===== src/rtl/matrix_add_sub_multiply_unit_top_assert.svh =====
// Assertion macros for the matrix add/sub/multiply unit.
// Used by matrix_add_sub_multiply_unit_top; no other dependencies.
`ifndef MATRIX_ADD_SUB_MULTIPLY_UNIT_TOP_ASSERT_SVH
`define MATRIX_ADD_SUB_MULTIPLY_UNIT_TOP_ASSERT_SVH

// same-cycle implication, off during reset
`define MAS_ASSERT_IMPLY(lbl, clk, rstn, ante, cons) \
    lbl: assert property (@(posedge clk) disable iff (!rstn) (ante) |-> (cons)) \
        else $error("matrix unit assertion failed");

// next-cycle implication, off during reset
`define MAS_ASSERT_NEXT(lbl, clk, rstn, ante, cons) \
    lbl: assert property (@(posedge clk) disable iff (!rstn) (ante) |=> (cons)) \
        else $error("matrix unit assertion failed");

`endif


===== src/rtl/masmu_pkg.sv =====
// Shared types and constants for the matrix add/sub/multiply unit.
// No dependencies.
`timescale 1ns / 1ps

package masmu_pkg;

    localparam int MAX_DIM_DEF = 8;
    localparam int QUEUE_DEPTH = 4;
    localparam int QPTR_W      = $clog2(QUEUE_DEPTH);
    localparam int QLVL_W      = $clog2(QUEUE_DEPTH + 1);

    // input operation codes
    localparam logic [1:0] OP_LOAD_A  = 2'd0;
    localparam logic [1:0] OP_LOAD_B  = 2'd1;
    localparam logic [1:0] OP_COMPUTE = 2'd2;

    // op_mode codes
    localparam logic [1:0] MODE_ADD = 2'd0;
    localparam logic [1:0] MODE_SUB = 2'd1;
    localparam logic [1:0] MODE_MUL = 2'd2;

    // configuration register indexes
    localparam logic [2:0] REG_A_ROWS  = 3'd0;
    localparam logic [2:0] REG_A_COLS  = 3'd1;
    localparam logic [2:0] REG_B_ROWS  = 3'd2;
    localparam logic [2:0] REG_B_COLS  = 3'd3;
    localparam logic [2:0] REG_OP_MODE = 3'd4;

    typedef struct packed {
        logic [1:0]          operation;
        logic [2:0]          row_index;
        logic [2:0]          col_index;
        logic signed [31:0]  element_value;
    } in_item_t;

    typedef struct packed {
        logic [2:0]          out_row;
        logic [2:0]          out_col;
        logic signed [31:0]  result_value;
        logic                size_error;
        logic                last;
    } out_item_t;

    typedef enum logic [1:0] {
        KIND_LOAD_A,
        KIND_LOAD_B,
        KIND_COMPUTE,
        KIND_ERROR
    } kind_t;

    typedef struct packed {
        logic [1:0] mode;
        logic [2:0] rows_m1;
        logic [2:0] cols_m1;
        logic [2:0] inner_m1;
    } shape_t;

    typedef struct packed {
        kind_t       kind;
        logic [2:0]  row;
        logic [2:0]  col;
        logic [31:0] value;
        shape_t      shape;
    } entry_t;

    typedef struct packed {
        logic              full;
        logic              empty;
        logic [QLVL_W-1:0] level;
    } fifo_stat_t;

endpackage


===== src/rtl/masmu_queue.sv =====
// Short queue of classified items between front and back end.
// Depends on masmu_pkg.
`timescale 1ns / 1ps

module masmu_queue (
    input  logic                   aclk,
    input  logic                   aresetn,
    input  logic                   push,
    input  masmu_pkg::entry_t      push_entry,
    input  logic                   pop,
    output masmu_pkg::entry_t      head,
    output masmu_pkg::fifo_stat_t  stat
);
    import masmu_pkg::*;

    entry_t              slot_reg [QUEUE_DEPTH];
    logic [QPTR_W-1:0]   wr_ptr_reg, rd_ptr_reg;
    logic [QLVL_W-1:0]   level_reg;
    logic                do_push, do_pop;

    assign stat.full  = (level_reg == QLVL_W'(QUEUE_DEPTH));
    assign stat.empty = (level_reg == '0);
    assign stat.level = level_reg;
    assign head       = slot_reg[rd_ptr_reg];
    assign do_push    = push && !stat.full;
    assign do_pop     = pop && !stat.empty;

    always_ff @(posedge aclk) begin
        if (!aresetn) begin
            wr_ptr_reg <= '0;
            rd_ptr_reg <= '0;
            level_reg  <= '0;
        end else begin
            if (do_push) begin
                wr_ptr_reg <= (wr_ptr_reg == QPTR_W'(QUEUE_DEPTH - 1)) ? '0
                                                                       : wr_ptr_reg + 1'b1;
            end
            if (do_pop) begin
                rd_ptr_reg <= (rd_ptr_reg == QPTR_W'(QUEUE_DEPTH - 1)) ? '0
                                                                       : rd_ptr_reg + 1'b1;
            end
            if (do_push && !do_pop) begin
                level_reg <= level_reg + 1'b1;
            end else if (do_pop && !do_push) begin
                level_reg <= level_reg - 1'b1;
            end
        end
    end

    always_ff @(posedge aclk) begin
        if (do_push) begin
            slot_reg[wr_ptr_reg] <= push_entry;
        end
    end

endmodule


===== config.mk =====
export PLATFORM = sky130hd
export DESIGN_NAME = masmu_queue
export DESIGN_NICKNAME = d
export VERILOG_FILES = /design/src/rtl/matrix_add_sub_multiply_unit_top_assert.svh /design/src/rtl/masmu_pkg.sv /design/src/rtl/masmu_queue.sv
export SDC_FILE = /design/constraint.sdc
export NUM_CORES = 1
export LEC_CHECK = 0
export ABC_AREA = 1
export BUFFER_PORTS_ARGS = -buffer_cell sky130_fd_sc_hd__buf_2
export CORE_MARGIN = 1.5
export CORE_UTILIZATION = 50
export CTS_CLUSTER_DIAMETER = 40
export DETAILED_ROUTE_END_ITERATION = 7
export PLACE_DENSITY = 0.74
export SETUP_SLACK_MARGIN = 0.3
export SLEW_MARGIN = 20
export SYNTH_ARGS = -nofsm -noshare
export SYNTH_HDL_FRONTEND = slang
export SYNTH_SLANG_ARGS = --single-unit

===== constraint.sdc =====
create_clock -name aclk -period 3.2 [get_ports aclk]
set_input_delay 0.64 -clock aclk [delete_from_list [all_inputs] [get_ports aclk]]
set_output_delay 0.64 -clock aclk [all_outputs]
set_load 0.02 [all_outputs]

Yosys cells after proc, flatten, opt, wreduce, memory -nomap -nowiden
Memories as Yosys holds them, arrays and structs flattened. A register that Yosys moved wholly into a read port is not among the register bits.
Index checks and enable logic that the tools add are counted.
W data, S select, Z words.
{"block": "totals", "regBits": 7, "ramBits": 204, "out_inout_bits": 56, "elab_cells": 29, "mem_count": 1}
{"name": "slot_reg", "depth": 4, "width": 51, "read_ports": 1, "rd_ports_with_merged_regs": 1, "wr": 1, "line": "masmu_queue.sv:16", "source": "entry_t slot_reg [QUEUE_DEPTH];"}
{"block": "classes", "add_sub_neg": 4, "eq_ne": 3, "muxes": 8, "reduce_logical": 10}
{"cell": "$mux W2", "count": 4}
{"cell": "$mux W3", "count": 2}
{"cell": "$add A2 B1 Y2 const B", "count": 2}
{"cell": "$eq A2 B2 Y1 const B", "count": 2}
{"cell": "$logic_and A1 B1 Y1", "count": 4}
{"cell": "$logic_not A1 Y1", "count": 4}
{"cell": "$add A3 B1 Y3 const B", "count": 1}
{"cell": "$eq A3 B3 Y1 const B", "count": 1}
{"cell": "$logic_not A3 Y1", "count": 1}
{"cell": "$sub A3 B1 Y3 const B", "count": 1}
{"cell": "$mux W1", "count": 2}
{"cell": "$reduce_bool A2 Y1", "count": 1}

Depth between registers and ports, before layout
Gate-level depths: netlist (run 1).
{"block": "depth", "word_depth": 7, "mapped_depth": 13}

Worst setup path after synthesis (run 1)
OpenSTA, ideal clock, no wires.
{"block": "synth_path", "kind": "register to register", "start": "register level_reg[1]", "end": "memory slot_reg[0][0] (netlist name), enable pin", "arrival_time_ns": 2.991, "required_ns": 2.740, "setup_slack_ns": -0.251, "path_stages_with_launch": 5, "path_buffers": 0, "synth_period_minus_slack_ns": 3.451, "cell_sequence": "dfxtp_1 -> nor2_1 -> nand2_1 -> nand2_1 -> nor2_1"}
{"block": "synth_between", "elab_chain_cells": 5}
{"item": "from (decl)", "line": "masmu_queue.sv:18", "source": "logic [QLVL_W-1:0] level_reg;"}
{"item": "from (signal assigned)", "line": "masmu_queue.sv:43", "source": "level_reg <= level_reg + 1'b1;"}
{"item": "from (signal assigned)", "line": "masmu_queue.sv:45", "source": "level_reg <= level_reg - 1'b1;"}
{"item": "$eq A3 B3 Y1", "line": "masmu_queue.sv:21", "source": "assign stat.full = (level_reg == QLVL_W'(QUEUE_DEPTH));"}
{"item": "$logic_not A1 Y1", "line": "masmu_queue.sv:25", "source": "assign do_push = push && !stat.full;"}
{"item": "$logic_and A1 B1 Y1", "line": "masmu_queue.sv:25"}
{"item": "$mux W1", "line": "masmu_queue.sv:51", "source": "if (do_push) begin"}
{"item": "$mux W1 (implied by the code)", "line": "masmu_queue.sv:52", "source": "slot_reg[wr_ptr_reg] <= push_entry;"}
{"item": "to (decl)", "line": "masmu_queue.sv:16"}
No other way between the ends.

==> run metrics, run 1 <==
status finished, final reports clean; n_diodes 0; nets@finish 746; first-iteration detailed-routing DRC count 396; die width 130 um; wire length per cell 18.1 um; Pwr Density 906 mW/mm^2; top sig layer met5; max reg flops 204; Longest Clk Path Bufs 3; crit-path max FO 51; routed via count 4992; CP startpoint kind flip-flop; Tcrit/Tclk final 0.840; RSZ-0062 raised after global routing false; CP Capture Type primary output; share of cells above drive strength 1 0.242; Place WS 920 ps; leakage power 3.48 nW; row cnt 46; sequential cell area 0.00631 mm^2; core area 0.0158 mm^2; hold crit path type primary input to flip-flop; cts-stage hold buffer count 0; synth unique cells 20; #FFs+latches synth 213; Clock Skew 7.92 ps; sequential share of the synthesized area 0.779; Max-slew headroom 0.608; max_cap viols 0; most common cell after layout, fill and taps aside edfxtp_1; Ports 111; initial antenna violation count 3; max-slew violation count 0; Skew-Pair Late Insertion Delay 510 ps; Peak VDD IR 0.577 mV; number of global-route vias before repair 4910; endpoints failing hold 0; M1 WL 7070 um; drt total wl 16600 um; Layout fillers 1164; clock buffer count from CTS 26; Mapped Area 0.00809 mm^2; IO Port Bufs 110; Worst Max-Slew Pin Slew 588 ps; Clock Tree Root clkbuf_16; pin count of the biggest net entering global routing 103; Final WS setup 512 ps; CP arrival 2050 ps; TNS Setup 0 ps; post-layout util 0.611; GPL Wtd Cong 0.793; syn_area_per_cell 14.3 um^2; Die Ht 130 um; Period minus WS final 2690 ps; total die area 0.0170 mm^2; # H-tree levels 1; Initial Util 0.511; CTS-repair resized insts 0; most frequent cells in the layout edfxtp_1 (204), nor2_1 (115), buf_2 (110); area occupied by multi-input gates 0.00150 mm^2; Vias/cell 5.43; DRT Pass-1 Iters 4; # DRC 0; GRT Total Usage 0.192; dpl hpwl 9300 um; maximum clock rate 372 MHz; ANT nets after route 0; CP required 2560 ps; gr ovfl total 0; CP Class flip-flop to primary output; setup repair bufs after CTS 0; met2 wire length 7940 um; first-pass GRT wire length 25000 um; Non-Filler Instances 919; syn nets 627; Yosys Warn Count 0; Layout area overhead 19.6%; clock-pin slew on the worst setup and hold paths 50 ps; met3 routed WL 1270 um; Sink Count 213; final setup vio count 0; placed insts 872; CTS tree yes; Synth Instances 565
## per-layer routing
layer | vias up | track usage
met1 | 2447 | 0.245
met5 | - | 0
li1 | 2338 | -
met3 | 33 | 0.0484
met4 | 4 | 0.0529
met2 | 170 | 0.329
## cells in the mapped netlist
library cell | number | share of area
buf_6 | 13 | 0.018
clkbuf_1 | 6 | 0.0028
o21ai_1 | 60 | 0.037
buf_4 | 5 | 0.0046
edfxtp_1 | 204 | 0.76
nor2_1 | 119 | 0.055
clkbuf_2 | 2 | 0.0012
ha_1 | 6 | 0.0093
dfxtp_1 | 9 | 0.022
nand2_1 | 15 | 0.0070
o22ai_1 | 51 | 0.039
o21ai_0 | 44 | 0.027
nand3_1 | 1 | 0.00062
a21oi_1 | 2 | 0.0012
nand3b_1 | 1 | 0.00093
inv_2 | 2 | 0.00093
buf_2 | 6 | 0.0037
fa_1 | 1 | 0.0025
inv_1 | 17 | 0.0079
nand4_1 | 1 | 0.00077
## critical path, cell delays in order (launching register included)
cell and delay (ps):
dfxtp_2 330, buf_4 490, o21ai_0 200, o22ai_1 280, buf_2 220
## cells by family (layout without fill, tap and decap cells)
| kind of cell | count (synthesis) | count (layout) | synth area share |
|---|---|---|---|
| compound gates | 157 | 157 | 0.105 |
| fa+ha+maj | 7 | 7 | 0.0118 |
| buf+inv | 51 | 189 | 0.0393 |
| flops | 213 | 213 | 0.779 |
| simple gates | 137 | 137 | 0.0645 |
## path summary, 6_finish.rpt
path	start	endpoint	slack, ps	cells past startpoint
worst max register to register	level_reg[1]	level_reg[2]	1030	13
worst min register to register	level_reg[0]	level_reg[0]	530	2
worst min-delay path	push_entry[38]	slot_reg[0][38]	340	1
worst max-delay path	flip-flop	head[45]	510	4
## through the flow
stage               hold WS, ps  power [mW]  cell area, um^2
floorplan                   501        5.26             8090
global placement            504        5.96             8840
detailed placement          519        6.04             8840
CTS                         321        8.85             9680
global route                329        9.20             9680
finish                      339        8.77             9680
## cell type report
type                            instances  area share
Sequential cell                       213       0.652
Timing Repair Buffer                  123      0.0709
Inverter                               19     0.00750
Clock inverter                         16      0.0155
Tap cell                              216      0.0279
Clock buffer                           31      0.0714
Multi-Input combinational cell        301       0.155
## power by group
part / leakage [nW] / internal (mW) / switching [mW]
clock: 0.398 / 1.71 / 1.09
combinational: 1.14 / 0.740 / 1.72
sequential: 1.94 / 3.40 / 0.0968
(Power assumes the default switching activity.)
==> run 2: changes to the inputs <==
==> constraint.sdc (replaced) <==
create_clock -name aclk -period 2.3 [get_ports aclk]
set_input_delay 0.46 -clock aclk [delete_from_list [all_inputs] [get_ports aclk]]
set_output_delay 0.46 -clock aclk [all_outputs]
set_load 0.02 [all_outputs]
==> run metrics, run 2 (same netlist as run 1, synthesis figures left out) <==
status finished, final reports clean; r2r startpoint level_reg[1]; max_cap viols 0; die width 130 um; GRT Total Usage 0.215; Sink Count 213; final setup vio count 0; Clock Skew 16.5 ps; Place WS 309 ps; endpoints failing hold 0; hold_sp push_entry[34]; TNS Setup 0 ps; GPL Wtd Cong 0.725; row cnt 46; gr ovfl total 0; clock buffer count from CTS 25; DRT Pass-1 Iters 4; crit-path max FO 13; most frequent cells in the layout edfxtp_1 (204), nor2_1 (91), buf_2 (60); leakage power 3.98 nW; drt total wl 19200 um; routed via count 5339; core area 0.0158 mm^2; post-layout util 0.691; Period minus WS final 2170 ps; switching power 4.67 mW; CP startpoint kind flip-flop; Longest Clk Path Bufs 3; Worst Max-Slew Pin Slew 490 ps; nets@finish 781; Die Ht 130 um; CP Capture Type primary output; Max-slew headroom 0.672; CP max stage cell dfxtp_4; share of cells above drive strength 1 0.383; wire length per cell 20.1 um; dpl hpwl 9470 um; total power 14.1 mW; Vias/cell 5.60; CP Class flip-flop to primary output; IO Port Bufs 110; Skew-Pair Late Insertion Delay 510 ps; clock-pin slew on the worst setup and hold paths 60 ps; Tcrit/Tclk final 0.945; n_diodes 0; number of global-route vias before repair 5256; Ports 111; clock share of power 0.282; Sw Ratio 0.332; CP required 1840 ps; crit path buf inv count 4; CTS tree yes; Layout area overhead 35.3%; cts-stage hold buffer count 0; Clock Tree Root clkbuf_16; max-slew violation count 0; Layout fillers 1038; initial antenna violation count 0; # H-tree levels 1; max reg flops 204; most frequent CP cell buf_12; Final WS setup 126 ps; Comb power frac 0.367; register share of total power 0.351; first-pass GRT wire length 27500 um; ANT nets after route 0; Peak VDD IR 0.885 mV; pin count of the biggest net entering global routing 52; P_int 9.42 mW; most common cell after layout, fill and taps aside edfxtp_1; # DRC 0; CP arrival 1710 ps; Pwr Density 1290 mW/mm^2; total die area 0.0170 mm^2; CP peak stage delay 390 ps; CP Cell Sequence buf_12, inv_16, buf_12, nor2_1, o22ai_1, buf_4; maximum clock rate 460 MHz; first-iteration detailed-routing DRC count 340; hold crit path type primary input to flip-flop; delay-heaviest family, CP buffers and inverters; Initial Util 0.511; RSZ-0062 raised after global routing true
run 2: cell count changes in the layout (fill, tap and decap cells not counted), sizes merged:
cell and delta:
bufinv +2, inv +3, clkinvlp -4, clkbuf +5
clkinv +3, buf +25
run 2: per-stage QoR:
stage	hold slack [ps]	area, um^2	instances
final	160	10900	953
after global routing	142	10900	953
after CTS	142	10300	941
after detailed placement	509	8940	878
after global placement	478	8940	878
after floorplan	501	8130	565
run 2: layout make-up:
type | count | area, um^2 | area share
Sequential cell | 213 | 6320 | 0.577
Multi-Input combinational cell | 301 | 1830 | 0.167
Timing Repair Buffer | 155 | 1520 | 0.139
Clock buffer | 29 | 641 | 0.0585
Tap cell | 216 | 270 | 0.0247
Clock inverter | 16 | 205 | 0.0188
Inverter | 19 | 100 | 0.00915
Timing Repair inverter | 4 | 57.6 | 0.00526
run 2: per-layer routing:
| layer | vias to the layer above | global-route usage | routed length (um) |
|---|---|---|---|
| li1 | 2420 | - | - |
| met1 | 2689 | 0.275 | 7740 |
| met2 | 185 | 0.361 | 9730 |
| met3 | 45 | 0.0463 | 1190 |
| met4 | 0 | 0.0863 | 533 |
| met5 | - | 0 | 0 |
run 2: path summary, 6_finish.rpt:
check / to / slack, ps / cells past startpoint
worst min-delay path: slot_reg[1][34] / 160 / 1
worst min register to register: wr_ptr_reg[1] / 540 / 2
worst max-delay path: head[39] / 130 / 6
worst max register to register: level_reg[2] / 460 / 13
run 2: power by group through the flow:
stage	Combinational [mW]	Clock [mW]	Sequential, mW
after global placement	3.43	0	4.94
after detailed placement	3.52	0	4.96
after CTS	4.40	4.02	4.91
final	5.17	3.97	4.94
after floorplan	2.37	0	4.96
after global routing	5.52	4.18	4.98
run 2: repair_timing:
| action | in CTS | in global routing |
|---|---|---|
| resized for setup | 97 | 109 |
| setup buffers | 10 | 4 |
| pin swaps | 7 | 27 |
| endpoints found under the setup margin | 52 | 53 |
| gates cloned | 8 | 8 |
