[config.mk]
export PLATFORM = sky130hd
export DESIGN_NAME = masmu_front
export DESIGN_NICKNAME = d
export VERILOG_FILES = /design/src/rtl/matrix_add_sub_multiply_unit_top_assert.svh /design/src/rtl/masmu_pkg.sv /design/src/rtl/masmu_front.sv
export SDC_FILE = /design/constraint.sdc
export NUM_CORES = 1
export LEC_CHECK = 0
export BUFFER_PORTS_ARGS = -buffer_cell sky130_fd_sc_hd__buf_4
export CAP_MARGIN = 20
export CELL_PAD_IN_SITES_DETAIL_PLACEMENT = 1
export CELL_PAD_IN_SITES_GLOBAL_PLACEMENT = 1
export CORE_MARGIN = 2
export CORE_UTILIZATION = 24
export CTS_CLUSTER_DIAMETER = 80
export DETAILED_ROUTE_END_ITERATION = 8
export HOLD_SLACK_MARGIN = 0.08
export PLACE_DENSITY_LB_ADDON = 0.1
export SETUP_SLACK_MARGIN = 0.1
export SLEW_MARGIN = 0
export SYNTH_ARGS = -nofsm -noshare
export SYNTH_HDL_FRONTEND = slang
export SYNTH_SLANG_ARGS = --single-unit
[constraint.sdc]
create_clock -name aclk -period 1.4 [get_ports aclk]
set_clock_uncertainty 0.05 [all_clocks]
set_input_delay 0.07 -clock aclk [delete_from_list [all_inputs] [get_ports aclk]]
set_output_delay 0.07 -clock aclk [all_outputs]
set_load 0.005 [all_outputs]
[src/rtl/matrix_add_sub_multiply_unit_top_assert.svh]
// Assertion macros for the matrix add/sub/multiply unit.
// Used by matrix_add_sub_multiply_unit_top; no other dependencies.
`ifndef MATRIX_ADD_SUB_MULTIPLY_UNIT_TOP_ASSERT_SVH
`define MATRIX_ADD_SUB_MULTIPLY_UNIT_TOP_ASSERT_SVH

// same-cycle implication, off during reset
`define MAS_ASSERT_IMPLY(lbl, clk, rstn, ante, cons) \
    lbl: assert property (@(posedge clk) disable iff (!rstn) (ante) |-> (cons)) \
        else $error("matrix unit assertion failed");

// next-cycle implication, off during reset
`define MAS_ASSERT_NEXT(lbl, clk, rstn, ante, cons) \
    lbl: assert property (@(posedge clk) disable iff (!rstn) (ante) |=> (cons)) \
        else $error("matrix unit assertion failed");

`endif

[src/rtl/masmu_pkg.sv]
// Shared types and constants for the matrix add/sub/multiply unit.
// No dependencies.
`timescale 1ns / 1ps

package masmu_pkg;

    localparam int MAX_DIM_DEF = 8;
    localparam int QUEUE_DEPTH = 4;
    localparam int QPTR_W      = $clog2(QUEUE_DEPTH);
    localparam int QLVL_W      = $clog2(QUEUE_DEPTH + 1);

    // input operation codes
    localparam logic [1:0] OP_LOAD_A  = 2'd0;
    localparam logic [1:0] OP_LOAD_B  = 2'd1;
    localparam logic [1:0] OP_COMPUTE = 2'd2;

    // op_mode codes
    localparam logic [1:0] MODE_ADD = 2'd0;
    localparam logic [1:0] MODE_SUB = 2'd1;
    localparam logic [1:0] MODE_MUL = 2'd2;

    // configuration register indexes
    localparam logic [2:0] REG_A_ROWS  = 3'd0;
    localparam logic [2:0] REG_A_COLS  = 3'd1;
    localparam logic [2:0] REG_B_ROWS  = 3'd2;
    localparam logic [2:0] REG_B_COLS  = 3'd3;
    localparam logic [2:0] REG_OP_MODE = 3'd4;

    typedef struct packed {
        logic [1:0]          operation;
        logic [2:0]          row_index;
        logic [2:0]          col_index;
        logic signed [31:0]  element_value;
    } in_item_t;

    typedef struct packed {
        logic [2:0]          out_row;
        logic [2:0]          out_col;
        logic signed [31:0]  result_value;
        logic                size_error;
        logic                last;
    } out_item_t;

    typedef enum logic [1:0] {
        KIND_LOAD_A,
        KIND_LOAD_B,
        KIND_COMPUTE,
        KIND_ERROR
    } kind_t;

    typedef struct packed {
        logic [1:0] mode;
        logic [2:0] rows_m1;
        logic [2:0] cols_m1;
        logic [2:0] inner_m1;
    } shape_t;

    typedef struct packed {
        kind_t       kind;
        logic [2:0]  row;
        logic [2:0]  col;
        logic [31:0] value;
        shape_t      shape;
    } entry_t;

    typedef struct packed {
        logic              full;
        logic              empty;
        logic [QLVL_W-1:0] level;
    } fifo_stat_t;

endpackage

[src/rtl/masmu_front.sv]
// Front end: configuration registers, item classification and shape check.
// Depends on masmu_pkg.
`timescale 1ns / 1ps

module masmu_front #(
    parameter int MAX_DIM = masmu_pkg::MAX_DIM_DEF
) (
    input  logic                 aclk,
    input  logic                 aresetn,
    input  logic                 cfg_valid,
    output logic                 cfg_ready,
    input  logic [2:0]           cfg_index,
    input  logic [3:0]           cfg_data,
    input  logic                 s_valid,
    output logic                 s_ready,
    input  masmu_pkg::in_item_t  s_data,
    input  logic                 q_full,
    output logic                 q_push,
    output masmu_pkg::entry_t    q_entry
);
    import masmu_pkg::*;

    logic [3:0] a_rows_reg, a_cols_reg, b_rows_reg, b_cols_reg;
    logic [1:0] op_mode_reg;
    logic       dims_ok, shape_ok, in_range, is_load;

    assign cfg_ready = 1'b1;

    always_ff @(posedge aclk) begin
        if (!aresetn) begin
            a_rows_reg  <= 4'd1;
            a_cols_reg  <= 4'd1;
            b_rows_reg  <= 4'd1;
            b_cols_reg  <= 4'd1;
            op_mode_reg <= MODE_ADD;
        end else if (cfg_valid) begin
            case (cfg_index)
                REG_A_ROWS:  a_rows_reg  <= cfg_data;
                REG_A_COLS:  a_cols_reg  <= cfg_data;
                REG_B_ROWS:  b_rows_reg  <= cfg_data;
                REG_B_COLS:  b_cols_reg  <= cfg_data;
                REG_OP_MODE: op_mode_reg <= cfg_data[1:0];
                default: ;
            endcase
        end
    end

    always_comb begin
        dims_ok = (a_rows_reg != 4'd0) && (a_rows_reg <= 4'(MAX_DIM))
               && (a_cols_reg != 4'd0) && (a_cols_reg <= 4'(MAX_DIM))
               && (b_rows_reg != 4'd0) && (b_rows_reg <= 4'(MAX_DIM))
               && (b_cols_reg != 4'd0) && (b_cols_reg <= 4'(MAX_DIM));
        case (op_mode_reg)
            MODE_ADD, MODE_SUB:
                shape_ok = dims_ok && (a_rows_reg == b_rows_reg)
                        && (a_cols_reg == b_cols_reg);
            MODE_MUL: shape_ok = dims_ok && (a_cols_reg == b_rows_reg);
            default:  shape_ok = 1'b0;
        endcase

        in_range = ({1'b0, s_data.row_index} < 4'(MAX_DIM))
                && ({1'b0, s_data.col_index} < 4'(MAX_DIM));
        is_load  = (s_data.operation == OP_LOAD_A) || (s_data.operation == OP_LOAD_B);

        q_entry.row            = s_data.row_index;
        q_entry.col            = s_data.col_index;
        q_entry.value          = s_data.element_value;
        q_entry.shape.mode     = op_mode_reg;
        q_entry.shape.rows_m1  = 3'(a_rows_reg - 4'd1);
        q_entry.shape.cols_m1  = (op_mode_reg == MODE_MUL) ? 3'(b_cols_reg - 4'd1)
                                                           : 3'(a_cols_reg - 4'd1);
        q_entry.shape.inner_m1 = 3'(a_cols_reg - 4'd1);
        case (s_data.operation)
            OP_LOAD_A: q_entry.kind = KIND_LOAD_A;
            OP_LOAD_B: q_entry.kind = KIND_LOAD_B;
            default:   q_entry.kind = shape_ok ? KIND_COMPUTE : KIND_ERROR;
        endcase
    end

    // out-of-range loads and operation code 3 are taken and dropped
    assign s_ready = !q_full;
    assign q_push  = s_valid && !q_full
                  && ((is_load && in_range) || (s_data.operation == OP_COMPUTE));

endmodule

# Yosys cells after proc, flatten, opt, wreduce, memory -nomap -nowiden
# Cells that the tools add are included.
# W data, S select, Z words.
[classes] mux=4 add_sub_neg=3 order_cmp=4 reduce_logical=28 n_eq_ne=11
[op_table] operator="$le A4 B4 Y1 const B" n=4
[op_table] operator="$reduce_bool A4 Y1" n=4
[op_table] operator="$eq A4 B4 Y1" n=3
[op_table] operator="$logic_and A1 B1 Y1" n=12
[op_table] operator="$reduce_and A2 Y1" n=5
[op_table] operator="$sub A3 B1 Y3 const B" n=3
[op_table] operator="$eq A3 B2 Y1 const B" n=2
[op_table] operator="$eq A2 B1 Y1 const B" n=2
[op_table] operator="$eq A2 B2 Y1 const B" n=2
[op_table] operator="$logic_not A2 Y1" n=2
[op_table] operator="$pmux W2 S2" n=1
[op_table] operator="$eq A3 B1 Y1 const B" n=1
[op_table] operator="$eq A3 B3 Y1 const B" n=1
[op_table] operator="$logic_not A3 Y1" n=1
[op_table] operator="$mux W3" n=1
[op_table] operator="$logic_or A1 B1 Y1" n=2
[op_table] operator="$pmux W1 S2" n=1
[op_table] operator="$reduce_or A2 Y1" n=1
[op_table] operator="$logic_not A1 Y1" n=1
[op_table] operator="$mux W1" n=1
[totals] regBits=18 elab_cells=55

# Depth between registers and ports, before layout
# Gate-level depths: netlist of run 1.
[depth] ltp_word=13 depth_mapped=6 ltp_nobuf=6

# Least setup slack after synthesis of run 1
# No wires, ideal clock.
[synth_path] path_kind="register to output" from="reg a_cols_reg[0]" to="out q_entry[49] in the netlist's numbering" setup_slack_ps=-77 arrival_ps=1357 path_stages_with_launch=7 cell_sequence="dfxtp_1 > inv_1 > ha_1 > nor2b_1 > xnor2_1 > nand4_1 > o32a_1"
[synth_rtl] element="start, declared" line_no="masmu_front.sv:23" source="logic [3:0] a_rows_reg, a_cols_reg, b_rows_reg, b_cols_reg;"
[synth_rtl] element="start signal, assigned" line_no="masmu_front.sv:39" source="REG_A_COLS: a_cols_reg <= cfg_data;"
[synth_rtl] element="end, declared" line_no="masmu_front.sv:19" source="output masmu_pkg::entry_t q_entry"

==> impl_metrics.ini, run 1 <==
[setup_path]
startpoint_type = flop
number_of_buffer_and_inverter_instances_along_the_worst_setup_path = 2
gate_family_responsible_for_the_most_delay_along_the_worst_path = flip-flops
path_max_fanout = 3
depth_of_the_critical_timing_path_with_buffers_and_inverters_included = 7
cp.arrival_ps = 1750
crit_path_max_incr_delay_ps = 380
timing.critical_path.required_ps = 1280
worst_path_max_delay_cell = sky130_fd_sc_hd__dfxtp_4
timing.critical_path.cells = inv_2, ha_4, and2b_1, xnor2_2, nand4_1, o32a_1, buf_4
worstRegToRegCells = 6
setup.worst_path.class = flop to output pin
critPathCaptureType = output pin

[cts]
cts_buffers = 3
clock_tree.buffer_depth = 2
htreeDepth = 1
cts_tree = yes
clock_latency_ps = 250
root_buffer_master = sky130_fd_sc_hd__clkbuf_8
path_clk_slew_ps = 80
clock_sinks = 18

[placement]
routability_congestion_estimate_from_global_placement = 0.685
dpl_cell_area_sq_mm = 0.00157
io_buffer_count = 28
hpwlAfterDp_microns = 2860
detailedPlace.worstSlack_ps = -268
numPlacedInstances = 235

[power_and_ir_drop]
power_density_mw_per_mm2 = 684
power_leakage_nw = 0.815
ir_drop_mv = 0.308
post-layout-total-power_mw = 1.25

[sta]
timing.final.ws_setup_ps = -474
fin_worst_hold_slack_ps = 75.3
minimum_clock_period_ps = 1870
hold_violations = 0
final_max_slew_viol_count = 0
report.final.setup_viol = 2
period_utilization = 1.34
grt_setup_unrepaired = true
max_freq_mhz = 534
fin_setup_tns_ps = -517

[logic_synthesis]
netlist-cell-type-count = 29
syn-instance-count = 158
synth-seq-area-share = 0.261
synth.ff_latch_count = 18
mappedNetlistArea_sq_mm = 0.00138
post_synth.cell_area_avg_sq_um = 8.75
ys_warn_count = 0
syn_nets = 213

[floorplan]
io_pins = 106
effective_utilization_at_floorplan = 0.250
chipHeight_microns = 79.9
width_of_the_die_microns = 79.9
rows = 27
core_area_sq_mm = 0.00554
fp.dieArea_sq_mm = 0.00638

[finish]
layout_cells_excl_fill = 250
final_layout_size_suffix_gt1_frac = 0.534
layout.core_utilization = 0.331
fin_area_sq_mm = 0.00184
post_synthesis_to_final_layout_area_growth_pct = 32.8
antenna_cells = 0
final_nets = 234

[status]
status = finished, violations left
violations = setup timing

[global_route]
grt_first_pass_wirelength_microns = 5640
global_route.overflow_total = 0
track_usage = 0.116
grt_start_max_net_pins = 19
vias_in_the_first_global_route = 1108
grt_antenna_before_repair = 0

[drt]
drt_wl_total_microns = 3740
vias_per_cell = 4.20
detail-route-antenna-nets = 0
wl_per_cell_microns = 15.0
route.detailed.drc = 0
firstDrtPassIters = 4
drt-initial-drc-count = 13
routed-via-count = 1050

[run]
max-cap-violations = 0

[min_path]
hold_depth = 3
worst_hold_path_type = primary input to flop
area by class of cell:
type,count,area [sq um]
Fill cell,670,3700
Multi-Input combinational cell,87,797
Timing Repair Buffer,60,484
Sequential cell,18,373
Tap cell,72,90.1
Clock buffer,4,55.1
Inverter,9,36.3
synthesized netlist by cell type:
cell type	n	area [sq um]
sky130_fd_sc_hd__nor3_2	1	10.0
sky130_fd_sc_hd__conb_1	1	3.75
sky130_fd_sc_hd__o211ai_1	2	15.0
sky130_fd_sc_hd__nor2b_1	16	100
sky130_fd_sc_hd__nor2_1	5	18.8
sky130_fd_sc_hd__xor2_1	7	61.3
sky130_fd_sc_hd__inv_1	9	33.8
sky130_fd_sc_hd__nor4_1	1	6.26
sky130_fd_sc_hd__a21oi_1	5	25.0
sky130_fd_sc_hd__mux2i_1	14	140
sky130_fd_sc_hd__buf_4	39	293
sky130_fd_sc_hd__xnor2_2	1	16.3
sky130_fd_sc_hd__dfxtp_1	18	360
sky130_fd_sc_hd__a31oi_1	1	6.26
sky130_fd_sc_hd__buf_2	3	15.0
sky130_fd_sc_hd__and2b_1	2	15.0
sky130_fd_sc_hd__and4bb_1	1	12.5
sky130_fd_sc_hd__o32a_1	1	10.0
sky130_fd_sc_hd__ha_1	3	37.5
sky130_fd_sc_hd__nand2_1	6	22.5
sky130_fd_sc_hd__nor3_1	2	10.0
sky130_fd_sc_hd__nand3_1	1	5.00
sky130_fd_sc_hd__nor4b_4	1	23.8
sky130_fd_sc_hd__nand4_1	2	12.5
sky130_fd_sc_hd__clkbuf_1	2	7.51
sky130_fd_sc_hd__and3_1	1	6.26
sky130_fd_sc_hd__nand4b_1	1	8.76
sky130_fd_sc_hd__xnor2_1	11	96.3
sky130_fd_sc_hd__nor4bb_1	1	10.0
worst reg2reg max path: stages, from the launching register on:
cell                      delay (ps)
sky130_fd_sc_hd__dfxtp_2         340
sky130_fd_sc_hd__inv_2            50
sky130_fd_sc_hd__buf_4           120
sky130_fd_sc_hd__buf_4           120
sky130_fd_sc_hd__nor2_1           90
sky130_fd_sc_hd__a21oi_1          50
sky130_fd_sc_hd__nor2b_1         100
repair_timing:
| action | in CTS | in global routing |
|---|---|---|
| buffers inserted | 7 | 4 |
| endpoints found under the setup margin | 5 | 6 |
| pin swaps | 6 | 6 |
| hold buffers | 4 | 0 |
| hold endpoints to repair | 10 | 0 |
| gates resized for setup | 20 | 9 |
power by group:
group	internal [mW]	switching, mW
registers	0.523	0.0128
logic	0.161	0.112
clock network	0.250	0.195
path summary, 6_finish.rpt:
path | from | to | slack (ps)
setup / recovery | b_cols_reg[1] | q_entry[49] | -470
hold / removal | cfg_data[1] | a_rows_reg[1] | 80
setup reg to reg | a_rows_reg[1] | a_rows_reg[1] | 420
hold reg to reg | b_rows_reg[2] | b_rows_reg[2] | 510
layout by cell type (no fill, tap or decap), drive strengths merged:
master / n
buf: 56
dfxtp: 18
nor2b: 16
mux2i: 14
xnor2: 12
inv: 9
xor2: 7
nand2: 6
nor2: 5
a21oi: 5
clkbuf: 4
dlygate4sd3: 4
ha: 3
nor3: 3
and2b: 2
nand4: 2
o211ai: 2
nand3: 1
nor4: 1
a31oi: 1
o32a: 1
and3: 1
nor4b: 1
and4bb: 1
nor4bb: 1
nand4b: 1
conb: 1
routing by layer:
metal / track usage / vias up / part of all wire
li1: - / 510 / -
met2: 0.203 / 37 / 0.49
met5: 0 / - / 0
met4: 0.0492 / 0 / 0.035
met3: 0.0294 / 20 / 0.063
met1: 0.133 / 483 / 0.41
cells by family after synthesis:
group           share of synthesized area
buf+inv                             0.252
simple gates                        0.189
xor+xnor                            0.126
flops                               0.261
mux                                 0.101
compound gates                     0.0407
fa+ha+maj                          0.0272
other cells                       0.00271
Note: power is estimated with default switching activity, not from simulation.
==> run 2: changes to the inputs <==
- ABC_AREA: default -> 1
- CORE_UTILIZATION: 24 -> 23
==> run 2 against run 1 <==
- the run still ends with setup timing left
- cell count rose by 14%
- hold slack gained 6.7 ps
- synthesized cell count is 30% higher
- count of clock-buffer cells in the layout did not move
- highest routed layer unchanged
- die area increased by 2.6%
- sequential power increased by 2%
==> impl_metrics.ini, run 2 <==
[logic_synthesis]
top_flip_flop_cell_by_instance_count_after_synthesis = sky130_fd_sc_hd__dfxtp_1
ys_top_cells_by_area = sky130_fd_sc_hd__dfxtp_1 26%, sky130_fd_sc_hd__buf_4 22%, sky130_fd_sc_hd__nand2_1 9.9%
synth_common_cells = 39 x sky130_fd_sc_hd__buf_4, 36 x sky130_fd_sc_hd__nand2_1, 30 x sky130_fd_sc_hd__inv_1
yosysMostFrequentCell = sky130_fd_sc_hd__buf_4
mappedNetlistArea_sq_mm = 0.00136
cell_type_contributing_the_most_total_cell_area_after_synthesis = sky130_fd_sc_hd__dfxtp_1
netlist-cell-type-count = 23
asyncSetResetFlopFracSynth = 0
syn_nets = 260
ys_warn_count = 0
synth-seq-area-share = 0.265
synth.ff_latch_count = 18
post_synth.cell_area_avg_sq_um = 6.64
count_of_flip_flops_with_a_built_in_enable_after_synthesis = 0
synth_top_area_frac = 0.265
syn-instance-count = 205

[placement]
dpl_cell_area_sq_mm = 0.00142
hpwlAfterDp_microns = 3240
io_buffer_count = 28
routability_congestion_estimate_from_global_placement = 0.721
detailedPlace.worstSlack_ps = -4.90
numPlacedInstances = 274

[cts]
path_clk_slew_ps = 80
cts_tree = yes
clock_latency_ps = 260
cts_buffers = 3
htreeDepth = 1
root_buffer_master = sky130_fd_sc_hd__clkbuf_8
clock_tree.buffer_depth = 2
clock_sinks = 18

[power_and_ir_drop]
power_density_mw_per_mm2 = 786
ir_drop_mv = 0.285
post-layout-total-power_mw = 1.28
power_leakage_nw = 0.764

[global_route]
vias_in_the_first_global_route = 1386
grt_start_max_net_pins = 19
global_route.overflow_total = 0
grt_antenna_before_repair = 0
track_usage = 0.130
grt_first_pass_wirelength_microns = 6530

[setup_path]
cp.arrival_ps = 1430
timing.critical_path.cells = inv_2, ha_4, nand2_2, inv_1, o211ai_1, nor2_2, a21oi_2, buf_4
setup.worst_path.class = flop to output pin
timing.critical_path.required_ps = 1280
gate_family_responsible_for_the_most_delay_along_the_worst_path = flip-flops
path_max_fanout = 3
worstRegToRegCells = 3
depth_of_the_critical_timing_path_with_buffers_and_inverters_included = 8
crit_path_max_incr_delay_ps = 340
startpoint_type = flop
number_of_buffer_and_inverter_instances_along_the_worst_setup_path = 3
worst_path_max_delay_cell = sky130_fd_sc_hd__dfxtp_2
critPathCaptureType = output pin

[finish]
final.fill_count = 751
fin_area_sq_mm = 0.00163
final_layout_size_suffix_gt1_frac = 0.371
register_area_sq_um = 378
multiInputGateArea_sq_um = 648
most_frequent_cells_in_the_layout = 36 x sky130_fd_sc_hd__buf_4, 32 x sky130_fd_sc_hd__nand2_1, 23 x sky130_fd_sc_hd__inv_1, 17 x sky130_fd_sc_hd__o21ai_0, 17 x sky130_fd_sc_hd__a21oi_1
post_synthesis_to_final_layout_area_growth_pct = 19.9
final_nets = 266
most_common_cell_after_layout_fill_and_taps_aside = sky130_fd_sc_hd__buf_4
antenna_cells = 0
layout.core_utilization = 0.281
layout_cells_excl_fill = 285

[floorplan]
width_of_the_die_microns = 80.9
rows = 28
core_area_sq_mm = 0.00582
chipHeight_microns = 80.9
fp.dieArea_sq_mm = 0.00655
effective_utilization_at_floorplan = 0.234
io_pins = 106

[drt]
drt_wl_total_microns = 3970
wl_per_cell_microns = 13.9
routed-via-count = 1267
detail-route-antenna-nets = 0
drt-initial-drc-count = 30
route.detailed.drc = 0
firstDrtPassIters = 4
vias_per_cell = 4.45

[sta]
report.final.setup_viol = 3
grt_setup_unrepaired = true
final_max_slew_viol_count = 0
hold_violations = 0
fin_worst_hold_slack_ps = 82.0
max_freq_mhz = 644
period_utilization = 1.11
fin_setup_tns_ps = -262
timing.final.ws_setup_ps = -153
minimum_clock_period_ps = 1550

[run]
max-cap-violations = 0

[min_path]
hold_depth = 3
worst_hold_path_type = primary input to flop

[status]
violations = setup timing
status = finished, violations left
-- run 2: changes by cell type in the layout (fill, tap and decap cells not counted), moves of 6 or more --
cell                      delta
sky130_fd_sc_hd__nand3_1     +8
sky130_fd_sc_hd__nor2_1      +6
sky130_fd_sc_hd__mux2i_1    -14
sky130_fd_sc_hd__o21ai_0    +17
sky130_fd_sc_hd__nand2_1    +26
sky130_fd_sc_hd__a21oi_1    +14
sky130_fd_sc_hd__xnor2_2     -7
sky130_fd_sc_hd__inv_1      +21
sky130_fd_sc_hd__nor2b_1    -14
sky130_fd_sc_hd__buf_4      -16
-- run 2: metal layers --
metal / vias up / share of wire / track usage
li1: 623 / - / -
met1: 581 / 0.39 / 0.138
met2: 38 / 0.50 / 0.244
met3: 25 / 0.067 / 0.0244
met4: 0 / 0.036 / 0.0661
met5: - / 0 / 0
-- run 2: area by class of cell --
class / instances / share of cell area
flip-flops and latches: 18 / 0.232
clock buffers: 4 / 0.0337
multi-input cells: 114 / 0.397
repair buffers: 42 / 0.205
well taps: 75 / 0.0575
inverters: 32 / 0.0752
-- run 2: cells by family after synthesis --
group,share of synthesized area
simple gates,0.198
other cells,0.00275
buf+inv,0.310
compound gates,0.178
flops,0.265
fa+ha+maj,0.0276
xor+xnor,0.0193
-- run 2: what timing repair did --
action | CTS | global route
pin swaps | 7 | 9
gates resized for setup | 28 | 15
setup buffers | 3 | 1
hold endpoints to repair | 5 | 1
setup endpoints to repair | 6 | 6
hold buffers | 2 | 1
-- run 2: tightest hold or removal path: stages --
cell and delay, ps:
sky130_fd_sc_hd__buf_4 110, sky130_fd_sc_hd__o21ai_0 80, sky130_fd_sc_hd__a21oi_1 100
-- run 2: worst paths after layout --
kind / start / to / slack, ps
max: b_cols_reg[0] / q_entry[49] / -150
min: cfg_data[2] / b_cols_reg[2] / 80
max reg2reg: a_rows_reg[0] / a_rows_reg[0] / 600
min reg2reg: op_mode_reg[1] / op_mode_reg[1] / 440
-- run 2: power by group --
group	switching (mW)	total (mW)	leakage, nW	internal [mW]
Combinational	0.144	0.283	0.586	0.139
Clock	0.202	0.452	0.0288	0.251
Sequential	0.0166	0.548	0.149	0.531
==> run 3: changes to the inputs <==
- HOLD_SLACK_MARGIN: 0.08 -> 0.15
==> run 3 against run 2 <==
- the flow still finishes with violations (setup timing)
- design area grew 25%
- count of clock-buffer cells in the layout is the same
- wire length grew 8.5%
- sequential power is essentially flat
- flip-flop and latch count is the same
- critical path type unchanged
- sequential share of layout area shrank 4.6 points
- critical path depth is the same
- non-clock buffer count grew 42
- die area is the same
- core utilization grew 7.0 points
- via count grew 14%
- highest routed layer unchanged
- combinational power grew 36%
==> impl_metrics.ini, run 3 (same netlist as run 2, synthesis figures left out) <==
[status]
status = finished, violations left
violations = setup timing

[drt]
met3WireLength_microns = 254
dr_wl_met2_microns = 2350
drt-initial-drc-count = 20
highest-signal-layer = met4
detail-route-antenna-nets = 0
drt_wl_total_microns = 4310
firstDrtPassIters = 4
drt-met1-wl_microns = 1650
routed-via-count = 1442
vias_per_cell = 4.41
route.detailed.drc = 0
wl_per_cell_microns = 13.2

[finish]
final_nets = 308
layout.core_utilization = 0.351
final_layout_size_suffix_gt1_frac = 0.302
antenna_cells = 0
post_synthesis_to_final_layout_area_growth_pct = 49.9
most_frequent_cells_in_the_layout = 46 x sky130_fd_sc_hd__dlygate4sd3_1, 36 x sky130_fd_sc_hd__buf_4, 32 x sky130_fd_sc_hd__nand2_1, 23 x sky130_fd_sc_hd__inv_1
most_common_cell_after_layout_fill_and_taps_aside = sky130_fd_sc_hd__dlygate4sd3_1

[setup_path]
critPathCaptureType = output pin
timing.critical_path.required_ps = 1280
setup.worst_path.class = flop to output pin
crit-reg2reg-launch = a_rows_reg[0]
timing.critical_path.from = b_cols_reg[0]
path_max_fanout = 3
cp.arrival_ps = 1410
startpoint_type = flop

[sta]
timing.final.ws_setup_ps = -126
max_freq_mhz = 655
period_utilization = 1.09
grt_setup_unrepaired = true
report.final.setup_viol = 2
fin_worst_hold_slack_ps = 197
fin_setup_tns_ps = -212
minimum_clock_period_ps = 1530
final_max_slew_viol_count = 0
hold_violations = 0

[global_route]
track_usage = 0.136
grt_start_max_net_pins = 19
global_route.overflow_total = 0
grt_first_pass_wirelength_microns = 6780
grt_antenna_before_repair = 0
vias_in_the_first_global_route = 1493

[cts]
clock_tree.buffer_depth = 2
htreeDepth = 1
clock_latency_ps = 260
cts_buffers = 3
cts_tree = yes
clock_sinks = 18
path_clk_slew_ps = 80
root_buffer_master = sky130_fd_sc_hd__clkbuf_8

[power_and_ir_drop]
p_clk_frac = 0.325
power_density_mw_per_mm2 = 678
power_leakage_nw = 0.936
ir_drop_mv = 0.282
power_switching_mw = 0.386
p_seq_frac = 0.396
p_int_mw = 0.997
comb_power_share = 0.279
power.switching_fraction = 0.279

[min_path]
timing.hold.worst.start = cfg_index[2]
worst_hold_path_type = primary input to flop

[floorplan]
chipHeight_microns = 80.9
core_area_sq_mm = 0.00582
width_of_the_die_microns = 80.9
io_pins = 106
effective_utilization_at_floorplan = 0.234
rows = 28
fp.dieArea_sq_mm = 0.00655

[run]
max-cap-violations = 0

[placement]
routability_congestion_estimate_from_global_placement = 0.721
io_buffer_count = 28
hpwlAfterDp_microns = 3240
-- run 3: metrics by stage --
step	total power, mW	instance area (sq um)	setup WS [ps]	std cells
2_1_floorplan	0.771	1360	205	205
3_3_place_gp	0.809	1420	30.2	274
3_5_place_dp	0.813	1420	-4.90	274
4_1_cts	1.41	2010	-169	327
5_1_grt	1.49	2040	-262	327
6_report	1.38	2040	-126	327
-- run 3: path summary, 6_finish.rpt --
check / to / slack, ps / cells past startpoint
max: q_entry[49] / -130 / 8
min: a_rows_reg[0] / 200 / 6
max reg2reg: a_rows_reg[0] / 600 / 3
min reg2reg: op_mode_reg[1] / 440 / 2
-- run 3: area by class of cell --
type	count	area, sq um
fillers	738	3770
repair buffers	84	753
multi-input cells	114	638
flip-flops and latches	18	378
inverters	32	123
well taps	75	93.8
clock buffers	4	55.1
-- run 3: per-layer routing --
layer / global-route usage / vias to the layer above
met5: 0 / -
met4: 0.0407 / 0
met3: 0.0133 / 5
met2: 0.282 / 72
met1: 0.139 / 658
li1: - / 707
-- run 3: what timing repair did --
| action | 4_1_cts | 5_1_grt |
|---|---|---|
| hold buffers | 46 | 0 |
| endpoints found under the setup margin | 6 | 6 |
| gates resized for setup | 28 | 12 |
| endpoints found under the hold margin | 56 | 0 |
| setup buffers | 3 | 0 |
| pin swaps | 7 | 8 |
-- run 3: power groups by stage --
stage               Clock (mW)  Combinational [mW]  Sequential [mW]
floorplan                    0               0.217            0.554
global placement             0               0.252            0.557
detailed placement           0               0.256            0.557
CTS                      0.473               0.388            0.548
global route             0.501               0.435            0.551
finish                   0.450               0.386            0.548
-- run 3: worst max-delay path, cell delays in order, from the launching register on --
cell                       delay (ps)
sky130_fd_sc_hd__dfxtp_2          340
sky130_fd_sc_hd__inv_2             50
sky130_fd_sc_hd__ha_4             160
sky130_fd_sc_hd__nand2_2           70
sky130_fd_sc_hd__inv_1             50
sky130_fd_sc_hd__o211ai_1         180
sky130_fd_sc_hd__nor2_2            60
sky130_fd_sc_hd__a21oi_2          120
sky130_fd_sc_hd__buf_4            120
